--- src/hw/rtl/tpsw_pkg.sv ---
// ----------------------------------------------------------------------------
// TMDS palette serial word encoder package
// Payload types, control symbols and the per-channel encode functions.
// ----------------------------------------------------------------------------
package tpsw_pkg;

    localparam int SYM_W  = 10;
    localparam int WORD_W = 62;
    localparam int ADDR_W = 4;
    localparam int DATA_W = 32;

    // Fixed control symbols
    localparam logic [SYM_W-1:0] SYM_C0 = 10'b1101010100;
    localparam logic [SYM_W-1:0] SYM_C1 = 10'b0010101011;
    localparam logic [SYM_W-1:0] SYM_C2 = 10'b0101010100;
    localparam logic [SYM_W-1:0] SYM_C3 = 10'b1010101011;

    // Groups of symbol bits 7..0 plus the gap flip in the alternate word
    localparam logic [WORD_W-1:0] ALT_MASK = 62'h0003_ffff_ffff_ffff;

    localparam logic [1:0] PAIR_ONE  = 2'b01;
    localparam logic [1:0] PAIR_ZERO = 2'b10;
    localparam logic [1:0] PAIR_FLIP = 2'b11;

    typedef enum logic [1:0] {
        REG_INVERT_PAIRS   = 2'd0,
        REG_RGB_ORDER      = 2'd1,
        REG_SWAP_RED_GREEN = 2'd2
    } reg_index_t;

    typedef enum logic [0:0] {
        CMD_COLOR = 1'b0,
        CMD_SYNC  = 1'b1
    } command_t;

    typedef struct packed {
        logic        command;
        logic [23:0] color;
        logic [1:0]  sync_code;
    } item_t;

    typedef struct packed {
        logic [WORD_W-1:0] word_primary;
        logic [WORD_W-1:0] word_alternate;
    } result_t;

    // Transition-minimize one byte, no running disparity
    function automatic logic [SYM_W-1:0] tmds_min(input logic [7:0] d);
        logic [3:0]       ones;
        logic             xn;
        logic [SYM_W-1:0] q;
        ones = 4'd0;
        for (int i = 0; i < 8; i++)
        begin
            ones = ones + {3'd0, d[i]};
        end
        xn = (ones > 4'd4) || ((ones == 4'd4) && !d[0]);
        q = '0;
        q[0] = d[0];
        for (int i = 1; i < 8; i++)
        begin
            q[i] = q[i-1] ^ d[i] ^ xn;
        end
        q[9] = xn;
        q[8] = !xn;
        return q;
    endfunction

    function automatic logic [1:0] pair_of(input logic b, input logic inv);
        logic [1:0] p;
        p = b ? PAIR_ONE : PAIR_ZERO;
        if (inv)
        begin
            p = p ^ PAIR_FLIP;
        end
        return p;
    endfunction

endpackage

--- src/hw/rtl/tmds_palette_serial_word_encoder_top.sv ---
// ----------------------------------------------------------------------------
// TMDS palette serial word encoder
// An accepted transfer passes the input register, then the result register, before the done strobe.
// Throughput: one item per cycle; busy stays low, the receiver cannot stall.
// Timing is set by the input register and the result register around one
// short stage of encode and pair-packing logic.
// Reset clears the valid flags and restores invert_pairs=0, rgb_order=1,
// swap_red_green=0.
// ----------------------------------------------------------------------------
module tmds_palette_serial_word_encoder_top (
    input  logic                            clk,
    input  logic                            rst_n,
    input  logic                            start,
    output logic                            busy,
    input  tpsw_pkg::item_t                 item,
    output logic                            done,
    output tpsw_pkg::result_t               result,
    input  logic                            psel,
    input  logic                            penable,
    input  logic                            pwrite,
    input  logic [tpsw_pkg::ADDR_W-1:0]     paddr,
    input  logic [tpsw_pkg::DATA_W-1:0]     pwdata,
    output logic [tpsw_pkg::DATA_W-1:0]     prdata,
    output logic                            pready
);
    import tpsw_pkg::*;

    logic       invert_pairs_reg;
    logic       rgb_order_reg;
    logic       swap_red_green_reg;
    logic       in_valid_reg;
    item_t      in_item_reg;
    logic       done_reg;
    result_t    result_reg;
    result_t    result_next;
    reg_index_t reg_sel;
    logic       cfg_write;

    assign busy   = 1'b0;
    assign pready = 1'b1;
    assign done   = done_reg;
    assign result = result_reg;

    assign reg_sel   = reg_index_t'(paddr[3:2]);
    assign cfg_write = psel && penable && pwrite && pready;

    // Configuration registers
    always_ff @(posedge clk or negedge rst_n)
    begin
        if (!rst_n)
        begin
            invert_pairs_reg   <= 1'b0;
            rgb_order_reg      <= 1'b1;
            swap_red_green_reg <= 1'b0;
        end
        else if (cfg_write)
        begin
            case (reg_sel)
                REG_INVERT_PAIRS:   invert_pairs_reg   <= pwdata[0];
                REG_RGB_ORDER:      rgb_order_reg      <= pwdata[0];
                REG_SWAP_RED_GREEN: swap_red_green_reg <= pwdata[0];
                default:            ;
            endcase
        end
    end

    always_comb
    begin
        prdata = '0;
        case (reg_sel)
            REG_INVERT_PAIRS:   prdata[0] = invert_pairs_reg;
            REG_RGB_ORDER:      prdata[0] = rgb_order_reg;
            REG_SWAP_RED_GREEN: prdata[0] = swap_red_green_reg;
            default:            prdata = '0;
        endcase
    end

    // Input register
    always_ff @(posedge clk or negedge rst_n)
    begin
        if (!rst_n)
        begin
            in_valid_reg <= 1'b0;
        end
        else
        begin
            in_valid_reg <= start && !busy;
        end
    end

    always_ff @(posedge clk)
    begin
        if (start && !busy)
        begin
            in_item_reg <= item;
        end
    end

    // Encode and pack
    always_comb
    begin
        logic [SYM_W-1:0]  sym_r;
        logic [SYM_W-1:0]  sym_g;
        logic [SYM_W-1:0]  sym_b;
        logic [SYM_W-1:0]  ser_r;
        logic [SYM_W-1:0]  ser_g;
        logic [5:0]        grp;
        logic [WORD_W-1:0] word;

        if (in_item_reg.command == CMD_SYNC)
        begin
            sym_r = SYM_C0;
            sym_g = SYM_C0;
            case (in_item_reg.sync_code)
                2'd0:    sym_b = SYM_C3;
                2'd1:    sym_b = SYM_C2;
                2'd2:    sym_b = SYM_C1;
                default: sym_b = SYM_C0;
            endcase
        end
        else
        begin
            sym_r = tmds_min(in_item_reg.color[23:16]);
            sym_g = tmds_min(in_item_reg.color[15:8]);
            sym_b = tmds_min(in_item_reg.color[7:0]);
        end

        ser_r = swap_red_green_reg ? sym_g : sym_r;
        ser_g = swap_red_green_reg ? sym_r : sym_g;

        word = '0;
        for (int k = 0; k < SYM_W; k++)
        begin
            if (rgb_order_reg)
            begin
                grp = {pair_of(ser_r[k], invert_pairs_reg),
                       pair_of(ser_g[k], invert_pairs_reg),
                       pair_of(sym_b[k], invert_pairs_reg)};
            end
            else
            begin
                grp = {pair_of(sym_b[k], invert_pairs_reg),
                       pair_of(ser_g[k], invert_pairs_reg),
                       pair_of(ser_r[k], invert_pairs_reg)};
            end
            // Upper five groups sit above the 2-bit gap
            if (k >= 5)
            begin
                word[k*6+2 +: 6] = grp;
            end
            else
            begin
                word[k*6 +: 6] = grp;
            end
        end

        result_next.word_primary = word;
        if (in_item_reg.command == CMD_SYNC)
        begin
            result_next.word_alternate = word;
        end
        else
        begin
            result_next.word_alternate = word ^ ALT_MASK;
        end
    end

    // Result register
    always_ff @(posedge clk or negedge rst_n)
    begin
        if (!rst_n)
        begin
            done_reg <= 1'b0;
        end
        else
        begin
            done_reg <= in_valid_reg;
        end
    end

    always_ff @(posedge clk)
    begin
        if (in_valid_reg)
        begin
            result_reg <= result_next;
        end
    end

    a_accept_to_stage: assert property (@(posedge clk) disable iff (!rst_n)
        (start && !busy) |=> in_valid_reg)
        else $error("accepted transfer did not reach the input register");

    a_done_from_stage: assert property (@(posedge clk) disable iff (!rst_n)
        done |-> $past(in_valid_reg))
        else $error("done strobe without a staged item");

    a_gap_zero: assert property (@(posedge clk) disable iff (!rst_n)
        done |-> (result.word_primary[31:30] == 2'b00))
        else $error("gap bits set in primary word");

    a_alt_relation: assert property (@(posedge clk) disable iff (!rst_n)
        done |-> ((result.word_alternate == result.word_primary)
              || ((result.word_alternate ^ result.word_primary) == ALT_MASK)))
        else $error("alternate word does not match primary");

endmodule

--- config.mk ---
export PLATFORM = sky130hd
export DESIGN_NAME = tmds_palette_serial_word_encoder_top
export DESIGN_NICKNAME = d
export VERILOG_FILES = /design/src/hw/rtl/tpsw_pkg.sv /design/src/hw/rtl/tmds_palette_serial_word_encoder_top.sv
export SDC_FILE = /design/constraint.sdc
export NUM_CORES = 1
export LEC_CHECK = 0
export BUFFER_PORTS_ARGS = -buffer_cell sky130_fd_sc_hd__clkbuf_2
export CAP_MARGIN = 40
export CORE_ASPECT_RATIO = 0.9
export CORE_MARGIN = 5
export CORE_UTILIZATION = 45
export DETAILED_ROUTE_END_ITERATION = 6
export PLACE_DENSITY = 0.83
export SLEW_MARGIN = 40
export SYNTH_ARGS = -nofsm -noshare
export SYNTH_HDL_FRONTEND = slang
export SYNTH_SLANG_ARGS = --single-unit
export TNS_END_PERCENT = 30
--- constraint.sdc ---
create_clock -name clk -period 4.1 [get_ports clk]
set_input_delay 0.41 -clock clk [delete_from_list [all_inputs] [get_ports clk]]
set_output_delay 0.41 -clock clk [all_outputs]
set_load 0.01 [all_outputs]
======== Yosys cells after proc, flatten, opt, wreduce, memory -nomap -nowiden ========
Index checks and enable logic that the tools add are counted.
cells by class
  $lt $le $gt $ge ......................... 3
  reduce and logical (&&, ||, !) cells .... 19
  bitwise logic cells ..................... 73
  eq/ne operators ......................... 7
  muxes and demuxes ....................... 78
  $add $sub $neg .......................... 21
operator list
  kind                                                                  count
  2-bit 2-to-1 mux                                                      60
  6-bit 2-to-1 mux                                                      10
  2-bit NOT                                                             30
  10-bit 2-to-1 mux                                                     5
  50-bit 2-to-1 mux                                                     1
  50-bit NOT                                                            1
  4-bit by 1-bit adder with 4-bit output                                12
  1-bit XOR                                                             42
  10-bit one-hot mux with 3 select lines                                1
  3-bit by 1-bit adder with 4-bit output                                3
  4-bit by 3-bit == test with 1-bit output, second input constant       3
  4-bit by 3-bit > comparator with 1-bit output, second input constant  3
  2-bit by 1-bit adder with 3-bit output                                3
  1-bit by 1-bit adder with 2-bit output                                3
  1-bit zero test                                                       6
  2-bit AND reduction                                                   3
  1-bit logical AND                                                     5
  2-bit by 1-bit == test with 1-bit output, second input constant       2
  2-bit == test, second input constant                                  2
  2-bit zero test                                                       2
  1-bit logical OR                                                      3
  1-bit one-hot mux with 3 select lines                                 1
word-level totals
  input port bits ......................... 69
  flip-flop bits (word level) ............. 154
  output and inout port bits .............. 159
  logic and storage cells ................. 212

======== Logic depth before layout (Yosys ltp) ========
Gate-level depths: netlist of run 1.
  depth after elaboration ................. 31
  gate-level depth with buffers ........... 13
  depth with buffers taken out ............ 13

======== Least setup slack after synthesis of run 1 ========
No wires, ideal clock.
  path type ............................... register -> register
  start point ............................. reg in_item_reg[18] in the netlist's numbering
  end point ............................... reg result_reg, in the netlist result[45], data pin
  path slack .............................. -266 ps
  arrival ................................. 4088 ps
  period minus slack after synthesis ...... 4366 ps
  library setup time ...................... 278 ps
  required time ........................... 3822 ps
  stages on the path, launching flop included .. 13
  cells stage by stage .................... edfxtp_1 inv_1 fa_1 fa_1 fa_1 inv_1 ha_1 fa_1 or3b_4 a22oi_4 xnor3_1 o311a_1 xor2_1
RTL lines
  what                      RTL line                                     text
  start: declaration        tmds_palette_serial_word_encoder_top.sv:32   item_t in_item_reg;
  start signal: assignment  tmds_palette_serial_word_encoder_top.sv:95   in_item_reg <= item;
  end signal: assignment    tmds_palette_serial_word_encoder_top.sv:185  result_reg <= result_next;
  end: declaration          tmds_palette_serial_word_encoder_top.sv:34   result_t result_reg;

==> key figures, run 1 <==
Route
  – Total detailed-routing wirelength: approximately 16000 um
  – Post-route DRC violation count: 0
  – Detailed-route via count: between 4000 and 5000
  – Routed length per instance: about 16 um
  – ANT nets after route: 0
  – Vias/cell: 4.771
  – DRT Pass-1 Iters: 5
  – DR iter-0 viols: 235

Synthesis
  – Async SR Flop Fraction: 0.03546
  – Sequential element share of the synthesized area: 0.5551
  – Unique masters post-synth: 51
  – Avg Inst Size Synth: ~13 sq um
  – Flops & latches, synth: approximately 140
  – Post-synth EDFFs: between 100 and 150
  – Top_reg_cell synth: edfxtp_1
  – Synth Instances: 590
  – Cell Area, Synth: around 7600 sq um
  – Yosys Warn Count: 0

Floorplan
  – Initial core utilization: 0.4536
  – Die Width: roughly 150 um
  – Row cnt: 45
  – Height of the die: roughly 130 um
  – Core Area: 16720 sq um
  – Ports: around 230
  – Die ar.: around 20000 sq um

Setup path
  – CP Class: register to register
  – Slack of the worst reg-to-reg path: -0.29 ns
  – CP Max Fanout: 5
  – Startpoint class of the critical path: register
  – Worst r2r src: in_item_reg[18]
  – Crit path launch: in_item_reg[18]
  – R2R depth: 14
  – Required time of the worst setup path: 4.24 ns
  – RR Endpoint: result[6]
  – Critical path endpoint: result[6]
  – Worst path arrival time: 4.53 ns
  – CP endpoint kind: register

Power
  – Pwr Density: approximately 750 nW/um^2
  – Lkg Pwr: between 4 and 5 nW
  – Maximum VDD drop: about 0.0004 V

Hold path
  – Min-delay worst type: input pin to register

Timing
  – Setup TNS Final: -11.03 ns
  – Min Hold Slack: around 0.16 ns
  – Max Slew Vio Count: 0
  – Max_slew headroom: 0.4925
  – Final WS setup: -0.2885 ns
  – Final Hold Fails: 0
  – F_max: 227.9 MHz
  – Least-Margin Pin Slew: 0.7612 ns
  – Clock period minus worst slack: roughly 4.4 ns
  – RSZ-0062 raised after global routing: yes
  – Fin crit share: 1.070
  – Setup Skew: between 0.007 and 0.008 ns
  – # setup viols final: 58

Clocking
  – Max Root-Sink Buffers: 2
  – Clock-pin slew on the worst setup and hold paths: 0.06 ns
  – Htree depth: 4
  – Root Buffer: clkbuf_16
  – TritonCTS Buffers: 17
  – CTS tree: built
  – Worst-skew pair later-pin latency: 0.42 ns
  – Clock sinks: 141

Finish
  – P&R area growth vs syn: 25.19%
  – Layout cells sized above 1: 0.3650
  – Reg area: ~4200 sq um
  – Area of the multi-input gates: 3073 sq um
  – Number of flip-flops in the largest register: approximately 110
  – Most common cell after layout, fill and taps aside: clkbuf_2
  – Filler cells: between 1000 and 1500
  – Number of diodes: 0
  – Most frequent cells in the layout: clkbuf_2, edfxtp_1, xnor2_1
  – Cell area after layout: ~9500 sq um
  – Nets: approximately 860

Status
  – Failing checks: setup timing
  – Status: finished, violations left

Global routing
  – Vias in the first global route: between 4000 and 5000
  – Total grt overflow: 0
  – Largest net degree at the start of global routing: between 50 and 60
  – First-pass GRT wire length: ~25000 um
  – Global Route Usage Sum: 0.1664
  – Initial antenna violation count: 0

Placed design
  – Dpl hpwl: around 12000 um
  – Cell Area, Placed: roughly 8600 sq um
  – PortBufs: approximately 160
  – Pre-CTS WS: -0.3228 ns
  – Placer Congestion: between 0.9 and 1

Job
  – Total of max-cap violations: 0
## cell usage after synthesis, drive strengths merged (7+ instances only)
master / n / area (sq um)
mux2i: 9 / 90.09
xnor2: 63 / 559.3
nand2: 31 / 116.4
buf: 57 / 395.4
edfxtp: 136 / 4084
o22ai: 7 / 56.30
o21ai: 29 / 145.1
ha: 16 / 200.2
clkbuf: 17 / 63.81
xor2: 52 / 455.4
fa: 12 / 240.2
a21oi: 16 / 87.59
inv: 51 / 191.4
xnor3: 9 / 205.2
nor2: 18 / 67.56
## how the worst min path moves through the flow
| stage | from | end | slack [ns] | cells after the start |
|---|---|---|---|---|
| floorplan | rst_n | done | 0.11 | 0 |
| CTS | item[19] | in_item_reg[19] | 0.14 | 1 |
| finish | item[19] | in_item_reg[19] | 0.16 | 1 |
| global placement | rst_n | done | 0.25 | 1 |
| detailed placement | rst_n | done | 0.25 | 1 |
| global route | item[18] | in_item_reg[18] | 0.13 | 1 |
## cell type report
class / instances / share of cell area
multi-input cells: 357 / 0.3236
repair buffers: 198 / 0.1179
clock buffers: 17 / 0.04480
well taps: 211 / 0.02780
flip-flops and latches: 141 / 0.4442
inverters: 51 / 0.02016
clock inverters: 14 / 0.02148
## timing repair
| item | CTS | global route |
|---|---|---|
| buffers inserted | 4 | 1 |
| endpoints found under the hold margin | 4 | 0 |
| setup endpoints to repair | 58 | 60 |
| hold buffers | 1 | 0 |
| gates resized for setup | 13 | 29 |
| pin swaps | 8 | 6 |
## per-layer routing
metal  global-route usage  routed length, um  vias to the layer above
met4              0.05329                230                        0
met1               0.2199               6981                     2241
li1                     -                  -                     2280
met3              0.05816               1158                       15
met5                    0                  0                        -
met2               0.2590               7647                      183
## power by group
part / switching, W / internal [W] / total (W)
Sequential: 0.000216 / 0.00215 / 0.00236
Clock: 0.000613 / 0.00103 / 0.00164
Combinational: 0.00171 / 0.00141 / 0.00312
Total: 0.00253 / 0.00459 / 0.00712
## logic make-up after synthesis
group           after synthesis  share of synthesized area
flops                       141                     0.5551
xor+xnor                    125                     0.1641
buf+inv                     125                    0.08578
simple gates                 80                    0.04949
compound gates               74                    0.06565
fa+ha+maj                    28                    0.05807
mux                          15                    0.02079
other cells                   2                  0.0009901
## worst max-delay path: stages (launching register included)
cell and delay (ns):
edfxtp_1 0.36, inv_2 0.05, fa_1 0.54, fa_1 0.43, fa_1 0.49, inv_1 0.05, ha_2 0.17, fa_1 0.42
or3b_4 0.41, a22oi_4 0.29, xnor2_1 0.19, mux2i_1 0.10, buf_4 0.17, a22o_1 0.27, xor2_1 0.17
## per-stage QoR
step	total power, W	util	std cells
floorplan	0.004267	-	623
global placement	0.005130	0.5148	953
detailed placement	0.005248	0.5172	955
CTS	0.007014	0.5600	989
global route	0.007531	0.5678	989
finish	0.007123	0.5678	989
(Power assumes the default switching activity.)
==> inputs of run 2 (changes only) <==
CORE_MARGIN = 4   (was 5)
==> run 2 against run 1 <==
  * The flow still finishes with violations (setup timing)
  * Global-route usage is 0.20 points higher
  * Register-to-register slack better by 0.06 ns
  * Clock-buffer cell count is 3 higher
  * Clock skew is 0.0016 ns higher
  * Combinational power is 2% higher
  * Non-clock buffer count is 5 higher
  * Routed wire length is 0.87% higher
  * Via count is 1.5% higher
  * Cell count is 0.20% higher
  * Largest power group unchanged
==> key figures, run 2 (same netlist as run 1, synthesis figures left out) <==
Status
  – Status: finished, violations left
  – Failing checks: setup timing

Floorplan
  – Initial core utilization: 0.4639 (+0.01031)
  – Core Area: 16350 sq um (-2.2%)
  – Row cnt: 44 (-2.2%)
  – Ports: 228 (unchanged)
  – Die ar.: 19000 sq um (-2.8%)
  – Height of the die: 131.2 um (-1.5%)
  – Die Width: 144.9 um (-1.4%)

Finish
  – Layout cells sized above 1: 0.3737 (+0.008686)
  – Area of the multi-input gates: 3067 sq um (-0.20%)
  – Filler cells: 1276 (-6.9%)
  – Number of flip-flops in the largest register: 109 (unchanged)
  – Reg area: 4218 sq um (unchanged)
  – Most common cell after layout, fill and taps aside: clkbuf_2
  – Most frequent cells in the layout: clkbuf_2, edfxtp_1, xnor2_1
  – Nets: 868 (+0.58%)
  – Number of diodes: 0 (unchanged)
  – P&R area growth vs syn: 25.02%

Job
  – Total of max-cap violations: 0 (unchanged)

Clocking
  – TritonCTS Buffers: 17 (unchanged)
  – Max Root-Sink Buffers: 2 (unchanged)
  – Htree depth: 4 (unchanged)
  – CTS tree: built
  – Clock sinks: 141 (unchanged)
  – Root Buffer: clkbuf_16
  – Worst-skew pair later-pin latency: 0.42 ns (about the same)
  – Clock-pin slew on the worst setup and hold paths: 0.06 ns (about the same)

Route
  – Vias/cell: 4.835 (+1.3%)
  – Post-route DRC violation count: 0 (unchanged)
  – DRT Pass-1 Iters: 5 (unchanged)
  – Detailed-route via count: 4791 (+1.5%)
  – ANT nets after route: 0 (unchanged)
  – DR iter-0 viols: 279 (+19%)
  – Routed length per instance: 16.30 um (+0.66%)
  – Total detailed-routing wirelength: 16160 um (+0.87%)

Timing
  – RSZ-0062 raised after global routing: yes
  – # setup viols final: 60 (+3.4%)
  – Min Hold Slack: 0.1622 ns (+0.002346 ns)
  – Max Slew Vio Count: 0 (unchanged)
  – F_max: 231.3 MHz (+1.5%)
  – Final Hold Fails: 0 (unchanged)
  – Fin crit share: 1.055 (-0.01578)
  – Setup Skew: 0.009156 ns (+0.001593 ns)
  – Max_slew headroom: 0.5495 (+0.05696)
  – Least-Margin Pin Slew: 0.6757 ns (-0.08544 ns)
  – Final WS setup: -0.2238 ns (+0.06471 ns)
  – Clock period minus worst slack: 4.324 ns (-0.06471 ns)

Setup path
  – Crit path launch: in_item_reg[21]
  – CP endpoint kind: register
  – Worst r2r src: in_item_reg[21]
  – Worst path arrival time: 4.48 ns (-0.05 ns)
  – Critical path endpoint: result[72]
  – CP Class: register to register
  – Required time of the worst setup path: 4.25 ns (about the same)
  – CP Max Fanout: 5 (unchanged)
  – Startpoint class of the critical path: register
  – R2R depth: 15 (+1)
  – Slack of the worst reg-to-reg path: -0.22 ns (+0.06 ns)
  – RR Endpoint: result[72]

Global routing
  – Initial antenna violation count: 0 (unchanged)
  – Largest net degree at the start of global routing: 45 (-12%)
  – First-pass GRT wire length: 24410 um (-3.0%)
  – Vias in the first global route: 4583 (-2.3%)
  – Global Route Usage Sum: 0.1684 (+0.002003)
  – Total grt overflow: 0 (unchanged)

Power
  – Maximum VDD drop: 0.0004376 V (+9.6%)
  – Pwr Density: 740.3 nW/um^2 (-1.3%)
  – Tot Pwr: 0.007020 W (-1.4%)
  – Lkg Pwr: 4.121 nW (-0.51%)

Placed design
  – Placer Congestion: 0.9034 (+0.13%)
  – Dpl hpwl: 12130 um (+1.5%)
  – PortBufs: 159 (unchanged)

Hold path
  – Hold Startpoint: item[10]
  – Min-delay worst type: input pin to register
run 2: cell types whose count changed in the layout (fill, tap and decap cells not counted), sizes merged:
cell / change
buf: +5
bufinv: -2
clkbuf: +3
clkinv: +4
clkinvlp: +1
inv: -5
run 2: power breakdown:
group | internal (W) | switching (W)
clock network | 0.000899 | 0.000587
registers | 0.00215 | 0.000192
logic | 0.00147 | 0.00172
run 2: critical path: stages (launching register included):
cell	delay (ns)
edfxtp_1	0.36
inv_2	0.05
fa_1	0.56
fa_1	0.44
fa_1	0.49
inv_1	0.04
ha_2	0.17
fa_1	0.43
or3b_4	0.39
a22oi_4	0.24
buf_4	0.16
xnor2_2	0.08
mux2i_4	0.23
o22ai_1	0.12
buf_4	0.16
xor2_1	0.14
run 2: timing repair:
action | in CTS | in global routing
resized for setup | 19 | 24
buffers inserted | 2 | 5
setup endpoints to repair | 58 | 60
hold endpoints to repair | 4 | 0
pin swaps | 11 | 12
gates cloned | 0 | 0
hold buffers | 1 | 0
run 2: how the worst min path moves through the flow:
stage	cells past startpoint	to
3_3_place_gp	1	done
6_report	1	in_item_reg[10]
2_1_floorplan	0	done
3_5_place_dp	1	done
4_1_cts	1	in_item_reg[14]
5_1_grt	1	in_item_reg[6]
run 2: area by class of cell:
| class | count | share of cell area |
|---|---|---|
| inverters | 51 | 0.02019 |
| repair buffers | 203 | 0.1238 |
| clock buffers | 20 | 0.04605 |
| well taps | 207 | 0.02731 |
| clock inverters | 12 | 0.01451 |
| flip-flops and latches | 141 | 0.4448 |
| multi-input cells | 357 | 0.3234 |
run 2: layer usage:
layer  vias to the layer above  wire, um  GRT usage
li1                       2296         -          -
met1                      2304      6945     0.2236
met2                       176      7930     0.2707
met3                        15      1145    0.05124
met4                         0       136    0.04145
met5                         -         0          0
run 2: metrics by stage:
stage | cell area (sq um) | instances | TNS (ns) | utilization | worst slack [ns]
6_report | 9483 | 991 | -8.459 | 0.5800 | -0.2238
5_1_grt | 9483 | 991 | -16.06 | 0.5800 | -0.3411
4_1_cts | 9316 | 986 | -10.13 | 0.5698 | -0.2698
3_5_place_dp | 8663 | 952 | -10.50 | 0.5298 | -0.3203
3_3_place_gp | 8623 | 950 | -7.095 | 0.5274 | -0.2380
2_1_floorplan | 7745 | 623 | -1.524 | - | -0.1198
==> inputs of run 3 (changes only) <==
CELL_PAD_IN_SITES_DETAIL_PLACEMENT = 0   (was default)
CELL_PAD_IN_SITES_GLOBAL_PLACEMENT = 1   (was default)
CORE_UTILIZATION = 37   (was 45)
PLACE_DENSITY = 0.86   (was 0.83)
==> run 3 against run 2 <==
  * The run still ends with setup timing left
  * Combinational power about the same
  * Global-route usage decreased by 2.5 points
  * First-iteration DRC count increased by 1.4%
  * Worst hold slack improved by 0.0040 ns
  * Critical path depth decreased by 2
  * Routed wire length increased by 0.88%
==> key figures, run 3 (same netlist as run 1, synthesis figures left out) <==
Finish
  – Reg area: 4218 sq um (unchanged)
  – Area of the multi-input gates: 3082 sq um (+0.49%)
  – Filler cells: 1784 (+40%)
  – Layout cells sized above 1: 0.3688 (-0.004966)
  – Most frequent cells in the layout: clkbuf_2, edfxtp_1, xnor2_1
  – Number of flip-flops in the largest register: 109 (unchanged)
  – Number of diodes: 0 (unchanged)
  – P&R area growth vs syn: 25.75%
  – Nets: 866 (-0.23%)
  – Most common cell after layout, fill and taps aside: clkbuf_2

Setup path
  – CP Max Fanout: 5 (unchanged)
  – WP buf/inv: 3 (-1)
  – Crit path depth: 13 (-2)
  – Crit-path cells: inv_1 -> fa_1 -> fa_1 -> fa_1 -> inv_2 -> ha_4 -> fa_1 -> or3b_4 -> a22oi_4 -> buf_12 -> xnor3_2 -> o311a_1 -> xor2_1
  – Worst r2r src: in_item_reg[21]
  – Required time of the worst setup path: 4.24 ns (about the same)
  – Slack of the worst reg-to-reg path: -0.31 ns (-0.09 ns)
  – Startpoint class of the critical path: register
  – Crit path launch: in_item_reg[21]
  – CP delay by family, top: adder cells
  – CP max stage cell: fa_1
  – Critical path endpoint: result[49]
  – Worst path arrival time: 4.55 ns (+0.07 ns)
  – RR Endpoint: result[49]
  – CP Class: register to register
  – R2R depth: 13 (-2)
  – Crit-path max cell delay: 0.55 ns (about the same)
  – CP endpoint kind: register
  – Most used cell along the critical path: fa_1

Route
  – DRT Pass-1 Iters: 5 (unchanged)
  – Total detailed-routing wirelength: 16300 um (+0.88%)
  – Post-route DRC violation count: 0 (unchanged)
  – ANT nets after route: 0 (unchanged)
  – Detailed-route via count: 4716 (-1.6%)
  – Vias/cell: 4.552 (-5.8%)
  – Routed length per instance: 15.73 um (-3.5%)
  – DR iter-0 viols: 283 (+1.4%)

Timing
  – # setup viols final: 56 (-6.7%)
  – Final WS setup: -0.3103 ns (-0.08655 ns)
  – Final Hold Fails: 0 (unchanged)
  – Min Hold Slack: 0.1662 ns (+0.004031 ns)
  – F_max: 226.7 MHz (-2.0%)
  – Clock period minus worst slack: 4.410 ns (+0.08655 ns)
  – Max_slew headroom: 0.4874 (-0.06207)
  – Least-Margin Pin Slew: 0.7641 ns (+0.08838 ns)
  – Max Slew Vio Count: 0 (unchanged)
  – Setup Skew: 0.01005 ns (+0.0008943 ns)
  – Fin crit share: 1.076 (+0.02111)
  – RSZ-0062 raised after global routing: yes
  – Setup TNS Final: -10.77 ns (-2.309 ns)

Clocking
  – Htree depth: 4 (unchanged)
  – TritonCTS Buffers: 17 (unchanged)
  – Clock-pin slew on the worst setup and hold paths: 0.06 ns (about the same)
  – Root Buffer: clkbuf_16
  – Clock sinks: 141 (unchanged)
  – Worst-skew pair later-pin latency: 0.42 ns (about the same)
  – CTS tree: built
  – Max Root-Sink Buffers: 2 (unchanged)

Job
  – Total of max-cap violations: 0 (unchanged)

Floorplan
  – Die Width: 158.9 um (+9.7%)
  – Die ar.: 22860 sq um (+20%)
  – Core Area: 20050 sq um (+23%)
  – Height of the die: 143.8 um (+9.7%)
  – Ports: 228 (unchanged)
  – Initial core utilization: 0.3783 (-0.08555)
  – Row cnt: 49 (+11%)

Global routing
  – Global Route Usage Sum: 0.1437 (-0.02465)
  – Initial antenna violation count: 0 (unchanged)
  – Total grt overflow: 0 (unchanged)
  – Vias in the first global route: 4527 (-1.2%)
  – Largest net degree at the start of global routing: 68 (+51%)
  – First-pass GRT wire length: 25460 um (+4.3%)

Placed design
  – Dpl hpwl: 11970 um (-1.3%)
  – PortBufs: 159 (unchanged)
  – Placer Congestion: 0.8300 (-8.1%)

Hold path
  – Min-delay worst type: input pin to register
  – Hold path cells: 1 (unchanged)

Power
  – Maximum VDD drop: 0.0003146 V (-28%)
  – Pwr Density: 739.2 nW/um^2 (-0.14%)
  – Lkg Pwr: 4.123 nW (about the same)

Status
  – Failing checks: setup timing
  – Status: finished, violations left
==> run 3: how the worst min path moves through the flow <==
stage,startpoint,end
6_report,item[11],in_item_reg[11]
3_5_place_dp,rst_n,done
2_1_floorplan,rst_n,done
3_3_place_gp,rst_n,done
5_1_grt,item[15],in_item_reg[15]
4_1_cts,item[5],in_item_reg[5]
==> run 3: where the power goes <==
group          internal [W]  total (W)  switching (W)
combinational       0.00148    0.00320        0.00172
clock              0.000897    0.00150       0.000601
sequential          0.00215    0.00236       0.000209
==> run 3: worst reg2reg max path, stage by stage (launching register included) <==
cell and delay (ns):
edfxtp_1 0.34, inv_1 0.06, fa_1 0.55, fa_1 0.44, fa_1 0.51, inv_2 0.05
ha_4 0.15, fa_1 0.43, or3b_4 0.41, a22oi_4 0.22, buf_12 0.14, xnor3_2 0.32
o311a_1 0.36, xor2_1 0.15
==> run 3: cell type report <==
class | instances | area share
repair buffers | 201 | 0.1215
flip-flops and latches | 141 | 0.4422
multi-input cells | 357 | 0.3231
clock inverters | 13 | 0.01469
inverters | 51 | 0.02007
well taps | 255 | 0.03345
clock buffers | 18 | 0.04500
==> run 3: routing by layer <==
layer / wire length, um / vias to the layer above / global-route usage
li1: - / 2285 / -
met1: 7617 / 2235 / 0.1928
met2: 7334 / 170 / 0.2218
met3: 1097 / 26 / 0.05105
met4: 249 / 0 / 0.04338
met5: 0 / - / 0
==> run 3: timing repair <==
item | 4_1_cts | 5_1_grt
pin swaps | 7 | 5
hold buffers | 1 | 0
resized for setup | 30 | 13
endpoints found under the setup margin | 60 | 60
hold endpoints to repair | 4 | 0
setup buffers | 4 | 2
==> run 3: through the flow <==
stage / total power, W / utilization / instances / area, sq um / setup slack, ns
after floorplan: 0.004267 / - / 623 / 7745 / -0.1198
after global placement: 0.005220 / 0.4345 / 1000 / 8711 / -0.2913
after detailed placement: 0.005306 / 0.4345 / 1000 / 8711 / -0.3948
after CTS: 0.007023 / 0.4712 / 1034 / 9447 / -0.3075
after global routing: 0.007482 / 0.4758 / 1036 / 9538 / -0.4510
final: 0.007051 / 0.4758 / 1036 / 9538 / -0.3103
